## config.mk

```make
export PLATFORM = sky130hd
export DESIGN_NAME = block_rms_dbfs_level_meter_core_flat
export DESIGN_NICKNAME = d
export VERILOG_FILES = /design/src/hw/rtl/rdb_pkg.sv /design/src/hw/rtl/rdb_if.sv /design/src/hw/rtl/block_rms_dbfs_level_meter_core.sv /design/src/flat_wrapper.sv
export SDC_FILE = /design/constraint.sdc
export NUM_CORES = 2
export LEC_CHECK = 0
export BUFFER_PORTS_ARGS = -buffer_cell sky130_fd_sc_hd__buf_2
export CORE_ASPECT_RATIO = 2
export CORE_MARGIN = 10
export CORE_UTILIZATION = 52
export CTS_BUF_LIST = sky130_fd_sc_hd__clkbuf_8
export DETAILED_ROUTE_END_ITERATION = 6
export GPL_TIMING_DRIVEN = 0
export PLACE_DENSITY = 0.68
export SETUP_SLACK_MARGIN = 0.4
export SYNTH_ARGS = -nofsm -noshare
export SYNTH_HDL_FRONTEND = slang
export SYNTH_SLANG_ARGS = --single-unit
export TNS_END_PERCENT = 1
```

## constraint.sdc

```tcl
create_clock -name i_clk -period 18.95 [get_ports i_clk]
set_clock_uncertainty 0.05 [all_clocks]
set_input_delay 2.8425 -clock i_clk [delete_from_list [all_inputs] [get_ports i_clk]]
set_output_delay 2.8425 -clock i_clk [all_outputs]
set_load 0.01 [all_outputs]
```

## src/hw/rtl/rdb_pkg.sv

```systemverilog
// Shared types and constants for the RMS dBFS level meter.
package rdb_pkg;

    localparam int unsigned SAMPLE_W = 24;
    localparam int unsigned SQ_W     = 48;
    localparam int unsigned LOG_W    = 22;   // 6-bit integer, 16-bit fraction
    localparam int unsigned MANT_W   = 31;   // Q30 mantissa, one guard bit

    // log2(8388607) in Q16, doubled: full-scale reference
    localparam logic [LOG_W:0] FS_LOG2X2_Q16 = 23'(2 * 1507327);
    localparam logic [17:0]    DB_PER_LOG2_Q16 = 18'd197283;
    localparam logic signed [15:0] FLOOR_Q8   = -16'sd23040;
    localparam logic signed [15:0] VU_LOW_Q8  = -16'sd15360;
    localparam logic signed [15:0] VU_HIGH_Q8 = -16'sd2560;

    typedef struct packed {
        logic signed [31:0] sample_word;
        logic               last_in_block;
    } t_sample_req;

    typedef struct packed {
        logic signed [15:0] level_dbfs;
        logic [3:0]         vu_level;
        logic [10:0]        blk_len;
    } t_level_rsp;

    typedef enum logic [3:0] {
        ST_IDLE,
        ST_LOG_SUM_NORM,
        ST_LOG_SUM_SQ,
        ST_LOG_CNT_NORM,
        ST_LOG_CNT_SQ,
        ST_SCALE,
        ST_LEVEL,
        ST_VU,
        ST_OUT
    } t_state;

endpackage

```

## src/hw/rtl/rdb_if.sv

```systemverilog
// Valid/ready channel interface carrying a generic payload.
interface rdb_if #(
    parameter type t_payload = logic
);
    logic     valid;
    logic     ready;
    t_payload payload;

    modport source (output valid, output payload, input ready);
    modport sink   (input valid, input payload, output ready);
endinterface

```

## src/hw/rtl/block_rms_dbfs_level_meter_core.sv

```systemverilog
// RMS dBFS level meter: accumulates squared samples and reports block level.
//
// Each request carries a raw 32-bit I2S word whose top 24 bits are the
// signed audio sample, plus a last_in_block flag. The sample is squared and
// added to a running sum, so an open block takes one request every cycle.
// A block closes on last_in_block or when BLOCK_MAX samples
// have been taken; the core then stops accepting requests and computes the
// level with one shared 31x31 squarer: log2 of the sum (a normalize step
// and then one squaring per fraction bit), log2 of the count (the same),
// the difference, the multiply by 10*log10(2) and the level clamp, the VU
// step and the hand-over. The result (level_dbfs in 1/256 dB clamped to
// -90..0, vu_level 0..10 and blk_len) then moves into an output register
// that holds it until taken, and requests of the next block are accepted
// again at once. Should the previous result still be waiting when the next
// block is done, hold in the hand-over state until it has gone.
module block_rms_dbfs_level_meter_core #(
    parameter int unsigned BLOCK_MAX = 1024
) (
    input  logic  i_clk,
    input  logic  i_rst_n,
    rdb_if.sink   i_in,
    rdb_if.source o_out
);

    localparam int unsigned CNT_W = $clog2(BLOCK_MAX + 1);
    // Room for BLOCK_MAX squares of the largest sample magnitude, 2^46.
    localparam int unsigned SUM_W = rdb_pkg::SQ_W - 2 + CNT_W;

    // Request payload fields.
    logic signed [31:0] w_sample_word;
    logic               w_last_in_block;
    assign w_sample_word   = i_in.payload.sample_word;
    assign w_last_in_block = i_in.payload.last_in_block;

    rdb_pkg::t_state r_state, n_state;

    logic [SUM_W-1:0]           r_sum, n_sum;
    logic [CNT_W-1:0]           r_cnt, n_cnt;
    logic [rdb_pkg::MANT_W-1:0] r_x, n_x;        // log mantissa, Q30
    logic [5:0]                 r_p, n_p;        // log integer part
    logic [15:0]                r_frac, n_frac;
    logic [4:0]                 r_step, n_step;
    logic [rdb_pkg::LOG_W-1:0]  r_lsum, n_lsum;  // log2(sum) Q16
    logic [rdb_pkg::LOG_W+1:0]  r_m, n_m;        // -d, magnitude
    logic                       r_pos, n_pos;    // d > 0
    logic                       r_quiet, n_quiet;
    logic [41:0]                r_prod, n_prod;
    logic signed [15:0]         r_level, n_level;
    logic [3:0]                 r_vu, n_vu;
    logic                       r_oval, n_oval;

    // Sample squarer for accumulation.
    logic signed [rdb_pkg::SAMPLE_W-1:0] w_s;
    logic [rdb_pkg::SQ_W-1:0]            w_sq;
    assign w_s  = w_sample_word[31:8];
    assign w_sq = rdb_pkg::SQ_W'(w_s) * rdb_pkg::SQ_W'(w_s);

    // Shared squarer for the log iterations.
    logic [61:0] w_xx;
    logic [31:0] w_xs;
    assign w_xx = r_x * r_x;
    assign w_xs = w_xx[61:30];

    // Normalize: top-bit search over the operand (sum or count).
    logic [SUM_W-1:0]           w_nv;
    logic [5:0]                 w_np;
    logic [rdb_pkg::MANT_W-1:0] w_nx;
    always_comb begin
        w_nv = (r_state == rdb_pkg::ST_LOG_SUM_NORM) ? r_sum : SUM_W'(r_cnt);
        w_np = '0;
        for (int i = 0; i < SUM_W; i++) begin
            if (w_nv[i]) w_np = 6'(i);
        end
        if (w_np >= 6'd30) w_nx = rdb_pkg::MANT_W'(w_nv >> (w_np - 6'd30));
        else               w_nx = rdb_pkg::MANT_W'(w_nv << (6'd30 - w_np));
    end

    logic [rdb_pkg::LOG_W-1:0] w_log;
    assign w_log = {r_p, r_frac};

    // Hand the result over when the output register is free or being emptied.
    logic w_load;
    assign w_load = (r_state == rdb_pkg::ST_OUT) && (!r_oval || o_out.ready);

    logic signed [rdb_pkg::LOG_W+2:0] w_d;
    logic signed [16:0]               w_lv;
    logic [15:0]                      w_vq;

    always_comb begin
        n_state = r_state;
        n_sum   = r_sum;
        n_cnt   = r_cnt;
        n_x     = r_x;
        n_p     = r_p;
        n_frac  = r_frac;
        n_step  = r_step;
        n_lsum  = r_lsum;
        n_m     = r_m;
        n_pos   = r_pos;
        n_quiet = r_quiet;
        n_prod  = r_prod;
        n_level = r_level;
        n_vu    = r_vu;
        n_oval  = r_oval;
        w_d     = '0;
        w_lv    = '0;
        w_vq    = '0;

        if (o_out.ready) n_oval = 1'b0;

        unique case (r_state)
            rdb_pkg::ST_IDLE: begin
                if (i_in.valid) begin
                    // Accumulate; close the block on flag or at the limit.
                    n_sum = r_sum + SUM_W'(w_sq);
                    n_cnt = r_cnt + CNT_W'(1);
                    if (w_last_in_block || (n_cnt >= CNT_W'(BLOCK_MAX))) begin
                        n_quiet = ({n_sum, 2'b00} <= (SUM_W + 2)'(n_cnt));
                        n_state = rdb_pkg::ST_LOG_SUM_NORM;
                    end
                end
            end
            rdb_pkg::ST_LOG_SUM_NORM, rdb_pkg::ST_LOG_CNT_NORM: begin
                n_p    = w_np;
                n_x    = w_nx;
                n_frac = '0;
                n_step = '0;
                n_state = (r_state == rdb_pkg::ST_LOG_SUM_NORM) ? rdb_pkg::ST_LOG_SUM_SQ
                                                                : rdb_pkg::ST_LOG_CNT_SQ;
            end
            rdb_pkg::ST_LOG_SUM_SQ, rdb_pkg::ST_LOG_CNT_SQ: begin
                // One fraction bit per squaring.
                if (w_xs[31]) begin
                    n_x    = w_xs[31:1];
                    n_frac = {r_frac[14:0], 1'b1};
                end else begin
                    n_x    = w_xs[30:0];
                    n_frac = {r_frac[14:0], 1'b0};
                end
                n_step = r_step + 5'd1;
                if (r_step == 5'd15) begin
                    n_state = (r_state == rdb_pkg::ST_LOG_SUM_SQ) ? rdb_pkg::ST_LOG_CNT_NORM
                                                                  : rdb_pkg::ST_SCALE;
                end
                if (r_state == rdb_pkg::ST_LOG_SUM_SQ) n_lsum = {r_p, n_frac};
            end
            rdb_pkg::ST_SCALE: begin
                // d = log2(sum) - log2(count) - 2*log2(full scale)
                w_d = $signed({3'b000, r_lsum}) - $signed({3'b000, w_log})
                    - $signed({2'b00, rdb_pkg::FS_LOG2X2_Q16});
                n_pos = (w_d > 0);
                n_m   = (rdb_pkg::LOG_W + 2)'(-w_d);
                n_state = rdb_pkg::ST_LEVEL;
            end
            rdb_pkg::ST_LEVEL: begin
                if (r_step == 5'd16) begin
                    n_prod = 42'(r_m) * 42'(rdb_pkg::DB_PER_LOG2_Q16) + 42'(1 << 23);
                    n_step = '0;
                end else begin
                    if (r_quiet)                 n_level = rdb_pkg::FLOOR_Q8;
                    else if (r_pos)              n_level = '0;
                    else if (r_prod[41:24] > 18'd23040) n_level = rdb_pkg::FLOOR_Q8;
                    else n_level = -$signed(16'(r_prod[41:24]));
                    n_state = rdb_pkg::ST_VU;
                end
            end
            rdb_pkg::ST_VU: begin
                w_lv = 17'(r_level) - 17'(rdb_pkg::VU_LOW_Q8) + 17'sd640;
                // /1280 = >>8 then /5, the /5 as *205 >> 10
                w_vq = 16'(w_lv[15:8]) * 16'd205;
                if (r_level <= rdb_pkg::VU_LOW_Q8)       n_vu = 4'd0;
                else if (r_level >= rdb_pkg::VU_HIGH_Q8) n_vu = 4'd10;
                else n_vu = 4'(w_vq[15:10]);
                n_state = rdb_pkg::ST_OUT;
            end
            rdb_pkg::ST_OUT: begin
                if (w_load) begin
                    n_oval  = 1'b1;
                    n_sum   = '0;
                    n_cnt   = '0;
                    n_state = rdb_pkg::ST_IDLE;
                end
            end
            default: n_state = rdb_pkg::ST_IDLE;
        endcase
    end

    always_ff @(posedge i_clk) begin
        if (!i_rst_n) begin
            r_state <= rdb_pkg::ST_IDLE;
            r_sum   <= '0;
            r_cnt   <= '0;
            r_oval  <= 1'b0;
            r_step  <= '0;
        end else begin
            r_state <= n_state;
            r_sum   <= n_sum;
            r_cnt   <= n_cnt;
            r_oval  <= n_oval;
            r_step  <= n_step;
        end
    end

    // Datapath registers, and the output register loaded at hand-over.
    logic signed [15:0] r_out_level;
    logic [3:0]         r_out_vu;
    logic [10:0]        r_nout;
    always_ff @(posedge i_clk) begin
        r_x     <= n_x;
        r_p     <= n_p;
        r_frac  <= n_frac;
        r_lsum  <= n_lsum;
        r_m     <= n_m;
        r_pos   <= n_pos;
        r_quiet <= n_quiet;
        r_prod  <= n_prod;
        r_level <= n_level;
        r_vu    <= n_vu;
        if (w_load) begin
            r_out_level <= r_level;
            r_out_vu    <= r_vu;
            r_nout      <= 11'(r_cnt);
        end
    end

    assign i_in.ready                  = (r_state == rdb_pkg::ST_IDLE);
    assign o_out.valid                 = r_oval;
    assign o_out.payload.level_dbfs    = r_out_level;
    assign o_out.payload.vu_level      = r_out_vu;
    assign o_out.payload.blk_len       = r_nout;

endmodule

```

## src/flat_wrapper.sv

```systemverilog
// flat-port wrapper written by rule: the top's interface ports become plain ports
module block_rms_dbfs_level_meter_core_flat 
#(
    parameter int unsigned BLOCK_MAX = 1024
)
  (i_clk, i_rst_n, i_in_valid, i_in_payload, i_in_ready, o_out_valid, o_out_payload, o_out_ready);
  rdb_if #(.t_payload(rdb_pkg::t_sample_req)) i_in_i ();
  rdb_if #(.t_payload(rdb_pkg::t_level_rsp)) o_out_i ();
  input  logic i_clk;
  input  logic i_rst_n;
  input wire logic [$bits(i_in_i.valid)-1:0] i_in_valid;
  input wire logic [$bits(i_in_i.payload)-1:0] i_in_payload;
  output wire logic [$bits(i_in_i.ready)-1:0] i_in_ready;
  output wire logic [$bits(o_out_i.valid)-1:0] o_out_valid;
  output wire logic [$bits(o_out_i.payload)-1:0] o_out_payload;
  input wire logic [$bits(o_out_i.ready)-1:0] o_out_ready;
  assign i_in_i.valid = i_in_valid;
  assign i_in_i.payload = i_in_payload;
  assign i_in_ready = i_in_i.ready;
  assign o_out_valid = o_out_i.valid;
  assign o_out_payload = o_out_i.payload;
  assign o_out_i.ready = o_out_ready;
  block_rms_dbfs_level_meter_core #(.BLOCK_MAX(BLOCK_MAX)) u_core (.i_clk(i_clk), .i_rst_n(i_rst_n), .i_in(i_in_i), .o_out(o_out_i));
endmodule
```

# [After elaboration in Yosys (flattened, before gate mapping)]
# Cells that the tools add are included.
[totals] regBits=272 inputBits=37 output_inout_bits=33 word_cells=165
[op_classes] addsub=12 mul=4 order_cmp=7 eq_ne=16 n_shift=2 n_mux=84 bitwise_logic=1 reduce_logical=19
[op_table] cell="2-to-1 mux 57 bit" n=3
[op_table] cell="2-to-1 mux 6 bit" n=25
[op_table] cell="one-hot mux 57 bit (2 select lines)" n=1
[op_table] cell="2-to-1 mux 5 bit" n=17
[op_table] cell="multiplier 31 x 31 -> 62 bit" n=1
[op_table] cell="2-to-1 mux 31 bit" n=2
[op_table] cell="one-hot mux 31 bit (2 select lines)" n=1
[op_table] cell="<= comparator 59 x 11 -> 1 bit" n=1
[op_table] cell="adder 57 x 48 -> 57 bit" n=1
[op_table] cell="<< shifter 57 x 6 -> 31 bit" n=1
[op_table] cell="right shift 57 x 6 -> 31 bit" n=1
[op_table] cell="2-to-1 mux 4 bit" n=14
[op_table] cell="multiplier 24 x 24 -> 48 bit" n=1
[op_table] cell="adder 42 x 24 -> 42 bit (second input constant)" n=1
[op_table] cell="multiplier 24 x 18 -> 42 bit (second input constant)" n=1
[op_table] cell="2-to-1 mux 16 bit" n=2
[op_table] cell="one-hot mux 16 bit (2 select lines)" n=1
[op_table] cell="one-hot mux 4 bit (7 select lines)" n=1
[op_table] cell="greater-than comparator 25 x 1 -> 1 bit (second input constant)" n=1
[op_table] cell="negator 24 bit" n=1
[op_table] cell="subtractor 23 x 23 -> 24 bit (second input constant)" n=1
[op_table] cell="subtractor 22 x 22 -> 23 bit" n=1
[op_table] cell="2-to-1 mux 11 bit" n=2
[op_table] cell="one-hot mux 11 bit (2 select lines)" n=1
[op_table] cell="other kinds (37)" n=63

# [Depth between registers and ports, before layout]
[logic_depth] depth_word=62 mapped_depth=42

# [Worst setup path before layout]
# Ideal clock, no wire load.
[synth_path] path_kind="input to register" start="in i_in_payload[18]" end="reg u_core.r_quiet, data pin" setup_ns=0.138 arrival_time_ns=12.302 t_required_ns=18.762 path_slack_ns=6.460 stages=39 path_buffers=2 cell_sequence="clkbuf_1 -> clkbuf_1 -> nand2_1 -> fa_1 -> inv_1 -> fa_1 -> fa_1 -> inv_1 -> fa_1 -> fa_1 -> fa_1 -> inv_1 -> fa_1 -> ha_1 -> a21o_1 -> a2111oi_0 -> o211ai_1 -> nand2_1 -> [... 3 more ...] -> a21oi_1 -> a211o_1 -> a21o_1 -> a31oi_1 -> xnor2_1 -> ha_1 -> a21o_1 -> a21o_1 -> a21oi_1 -> inv_1 -> a21o_1 -> a21oi_1 -> o21bai_1 -> a221o_1 -> or3_1 -> a2111oi_1 -> nand4_1 -> nor2_1"
[synth_via] elab_chain_len=3
[synth_rtl] item="from (decl)" line_no="flat_wrapper.sv:12" source="input wire logic [$bits(i_in_i.payload)-1:0] i_in_payload;"
[synth_rtl] item="multiplier 24 x 24 -> 48 bit" line_no="block_rms_dbfs_level_meter_core.sv:56" source="assign w_sq = rdb_pkg::SQ_W'(w_s) * rdb_pkg::SQ_W'(w_s);"
[synth_rtl] item="adder 57 x 48 -> 57 bit" line_no="block_rms_dbfs_level_meter_core.sv:115" source="n_sum = r_sum + SUM_W'(w_sq);"
[synth_rtl] item="<= comparator 59 x 11 -> 1 bit" line_no="block_rms_dbfs_level_meter_core.sv:118" source="n_quiet = ({n_sum, 2'b00} <= (SUM_W + 2)'(n_cnt));"
[synth_rtl] item="to (signal assigned)" line_no="block_rms_dbfs_level_meter_core.sv:215" source="r_quiet <= n_quiet;"
[synth_rtl] item="to (decl)" line_no="block_rms_dbfs_level_meter_core.sv:46" source="logic r_quiet, n_quiet;"
# Every way passes these cells.
# A chain may end at the register's enable or synchronous reset.

# [Worst setup path after layout]
# Same ends and word-level chain as after synthesis.

==> impl_metrics.tcl <==
set metrics [dict create \
    avgViaCountPerCell 6.02 \
    rrSetupSlack_ns 4.56 \
    synthXorXnorAreaFrac_pct 3.16 \
    whs_ns 0.373 \
    num_vias 57731 \
    async_flop_share_pct 0 \
    gr-total-overflow 0 \
    crit_path_end_kind "flop" \
    worstSetupStartpointType "input port" \
    slowest_stage "clkbuf_1" \
    use_met1_pct 30.8 \
    status "finished, violations left" \
    grt_usage_pct 39.3 \
    period_needed_ns 16.38 \
    hold_viol_final 0 \
    clock.fmax_mhz 61.1 \
    ios 70 \
    grt_use_met3_pct 7.93 \
    ys_ff_latch 248 \
    syn_inst 7678 \
    critPathBufInv 8 \
    setup_viol 0 \
    synth_simple_gate_area_share_pct 12.3 \
    failed_checks "capacitance limit, slew limit" \
    cts_hold_buf 0 \
    final_antenna_net_count 0 \
    critPathKind "in2reg" \
    grt_max_degree 29 \
    cpMostUsedCell "fa_1" \
    synth_fa_ha_area_share_pct 52.2 \
    drive_gt1_share_pct 4.00 \
    synth_top_family_by_area "adder cells" \
    crit_family "adder cells" \
    yosys_warnings 0 \
    wl_um 295000 \
    antenna_found_initial 20 \
    slew_violations 9 \
    post_cts_buffers 0 \
    path_depth 42 \
    rsz0062_at_grt "false" \
    rr_worst_depth 31 \
    use_met2_pct 72.9 \
    port-buffer-count 59 \
    cts_tree "yes" \
    place_area_mm2 0.0742 \
    htreeDepth 2 \
    clkLatencyLatePin_ns 0.72 \
    cts.path.max_buffers 3 \
    stdcell_area_mm2 0.0752 \
    cts-resized-gates 0 \
    dieArea_mm2 0.154 \
    yosysSeqAreaShare_pct 9.32 \
    slowest_delay_ns 0.92 \
    coreArea_mm2 0.137 \
    synth_compound_area_share_pct 9.50 \
    crit_fanout 10 \
    first_pass_iters 7 \
    dp_hpwl_um 248000 \
    numCtsBuffers 43 \
    clock-sinks 248 \
    grt_pass1_wl_um 427000 \
    die_y_um 545 \
    slew_headroom_pct -5.43 \
    cts_root_buf "clkbuf_8" \
    syn_to_final_growth_pct 5.17 \
    cap_violations 3 \
    clkSlewWorstSetupHoldPaths_ns 0.07 \
    gp_congestion 1.08 \
    initial_core_util_pct 52.3 \
    grt_pass1_vias 65194 \
    nets 9975 \
    fin_crit_sh_pct 86.4 \
    syn_avg_cell_area_um2 9.32 \
    syn_area_mm2 0.0715 \
    wire_per_inst_um 30.8 \
    arrival_ns 16.88 \
    rows 192 \
    hold_depth 0 \
    ys_types 114 \
    fin_setup_tns_ns 0 \
    synth_ff_type "edfxtp_1" \
    drt-initial-drc-count 3547 \
    muxShareOfSynthArea_pct 2.32 \
    required_ns 19.45 \
    syn_nets 9856 \
    drc 0 \
    grt.busiest_layer "met2" \
    hold_path.class "reg2reg" \
    worstMarginPinSlew_ns 1.54 \
    die_x_um 282 \
    synth-edff-count 170 \
]
-- layout make-up --
| class | count | area (um2) |
|---|---|---|
| Multi-Input combinational cell | 5325 | 57000 |
| Fill cell | 12622 | 61500 |
| Timing Repair Buffer | 74 | 445 |
| Clock buffer | 45 | 619 |
| Sequential cell | 248 | 6670 |
| Clock inverter | 33 | 323 |
| Buffer | 298 | 1240 |
| Tap cell | 1746 | 2180 |
| Inverter | 1807 | 6780 |
| Antenna cell | 8 | 20.0 |
-- cell usage in the layout, fill, tap and decap left out, types with 19 or more instances in the layout --
master	count
and3_1	31
fa_1	1405
o22ai_1	22
o21bai_1	25
mux2_2	19
and2_1	350
o21a_1	58
dfxtp_1	78
o211ai_1	33
mux4_2	21
or2_2	29
a21o_1	63
nor3_1	103
o21ai_0	181
ha_1	735
nand2b_1	38
clkbuf_8	46
a211oi_1	30
nand2_1	603
clkbuf_1	239
inv_1	1803
nor2_1	332
xnor2_1	161
nor2b_1	74
buf_1	20
a21oi_1	237
a22oi_1	48
nand3_1	72
or3_1	24
a31oi_1	53
xor2_1	92
nor4_1	25
edfxtp_1	170
nand4_1	31
buf_2	83
mux2i_1	92
-- worst paths after layout --
| path | startpoint | endpoint |
|---|---|---|
| setup reg to reg | u_core.r_x[18] | u_core.r_x[15] |
| setup / recovery | i_in_payload[18] | u_core.r_quiet |
| hold / removal | u_core.r_vu[2] | u_core.r_out_vu[2] |
| hold reg to reg | u_core.r_vu[2] | u_core.r_out_vu[2] |
-- kinds of logic (layout without fill, tap and decap cells) --
kind of cell             after synthesis  count (layout)
flip-flops                           248             248
multiplexers                         137             137
AO/OA/AOI/OAI                       1003            1003
AND/OR/NAND/NOR                     1788            1788
adder cells (fa/ha/maj)             2141            2141
other                                  0               8
buffers and inverters               2105            2257
XOR/XNOR                             256             256
-- synthesized netlist by cell type, types with 15 or more instances --
| master | n | area, um2 |
|---|---|---|
| a211oi_1 | 30 | 225 |
| a21o_1 | 63 | 473 |
| a21oi_1 | 237 | 1190 |
| a221oi_1 | 16 | 140 |
| a22oi_1 | 48 | 360 |
| a31oi_1 | 53 | 332 |
| and2_1 | 350 | 2190 |
| and3_1 | 31 | 194 |
| buf_1 | 20 | 75.1 |
| buf_2 | 22 | 110 |
| clkbuf_1 | 240 | 901 |
| dfxtp_1 | 78 | 1560 |
| edfxtp_1 | 170 | 5100 |
| fa_1 | 1405 | 28100 |
| ha_1 | 736 | 9210 |
| inv_1 | 1795 | 6740 |
| mux2_2 | 19 | 214 |
| mux2i_1 | 95 | 951 |
| mux4_2 | 21 | 473 |
| nand2_1 | 603 | 2260 |
| nand2b_1 | 38 | 238 |
| nand3_1 | 72 | 360 |
| nand4_1 | 31 | 194 |
| nor2_1 | 332 | 1250 |
| nor2b_1 | 75 | 469 |
| nor3_1 | 104 | 521 |
| nor4_1 | 29 | 181 |
| o211ai_1 | 33 | 248 |
| o21a_1 | 58 | 435 |
| o21ai_0 | 183 | 916 |
| o21bai_1 | 25 | 188 |
| o221ai_1 | 16 | 140 |
| o22ai_1 | 22 | 138 |
| or2_2 | 29 | 181 |
| or3_1 | 24 | 150 |
| or4_1 | 15 | 113 |
| xnor2_1 | 162 | 1420 |
| xor2_1 | 92 | 806 |
-- state kept, by name (all words and copies together), names as in the netlist, 5 cells and up --
| signal | count |
|---|---|
| u_core.r_m | 24 |
| u_core.r_x | 31 |
| u_core.r_p | 6 |
| u_core.r_prod | 18 |
| u_core.r_step | 5 |
| u_core.r_cnt | 11 |
| u_core.r_frac | 16 |
| u_core.r_sum | 57 |
| u_core.r_nout | 11 |
| u_core.r_out_level | 16 |
| u_core.r_lsum | 22 |
| u_core.r_level | 16 |
-- routing by layer --
layer / share of wire (%) / vias up
met1: 26 / 29105
met4: 15 / 16
met3: 5.6 / 1558
met2: 53 / 2560
met5: 0.037 / -
li1: - / 24492
-- worst register-to-register path, delay by kind of cell (launching register included) --
| kind | cells | cell delay (ns) |
|---|---|---|
| compound gates | 10 | 4.95 |
| fa+ha+maj | 9 | 4.71 |
| buf+inv | 8 | 2.91 |
| flops | 1 | 0.32 |
| simple gates | 4 | 1.07 |
-- through the flow --
stage,setup slack [ns],utilization (%),std cells
after detailed placement,2.47,54.3,9495
after CTS,3.15,55.0,9573
after global placement,1.50,54.2,9483
after global routing,2.35,55.0,9581
final,2.57,55.0,9584
after floorplan,6.46,-,7678
Power is left out: the tool's default activity adds up to more than one toggle a clock period on the data nets, which glitch-free logic cannot reach.
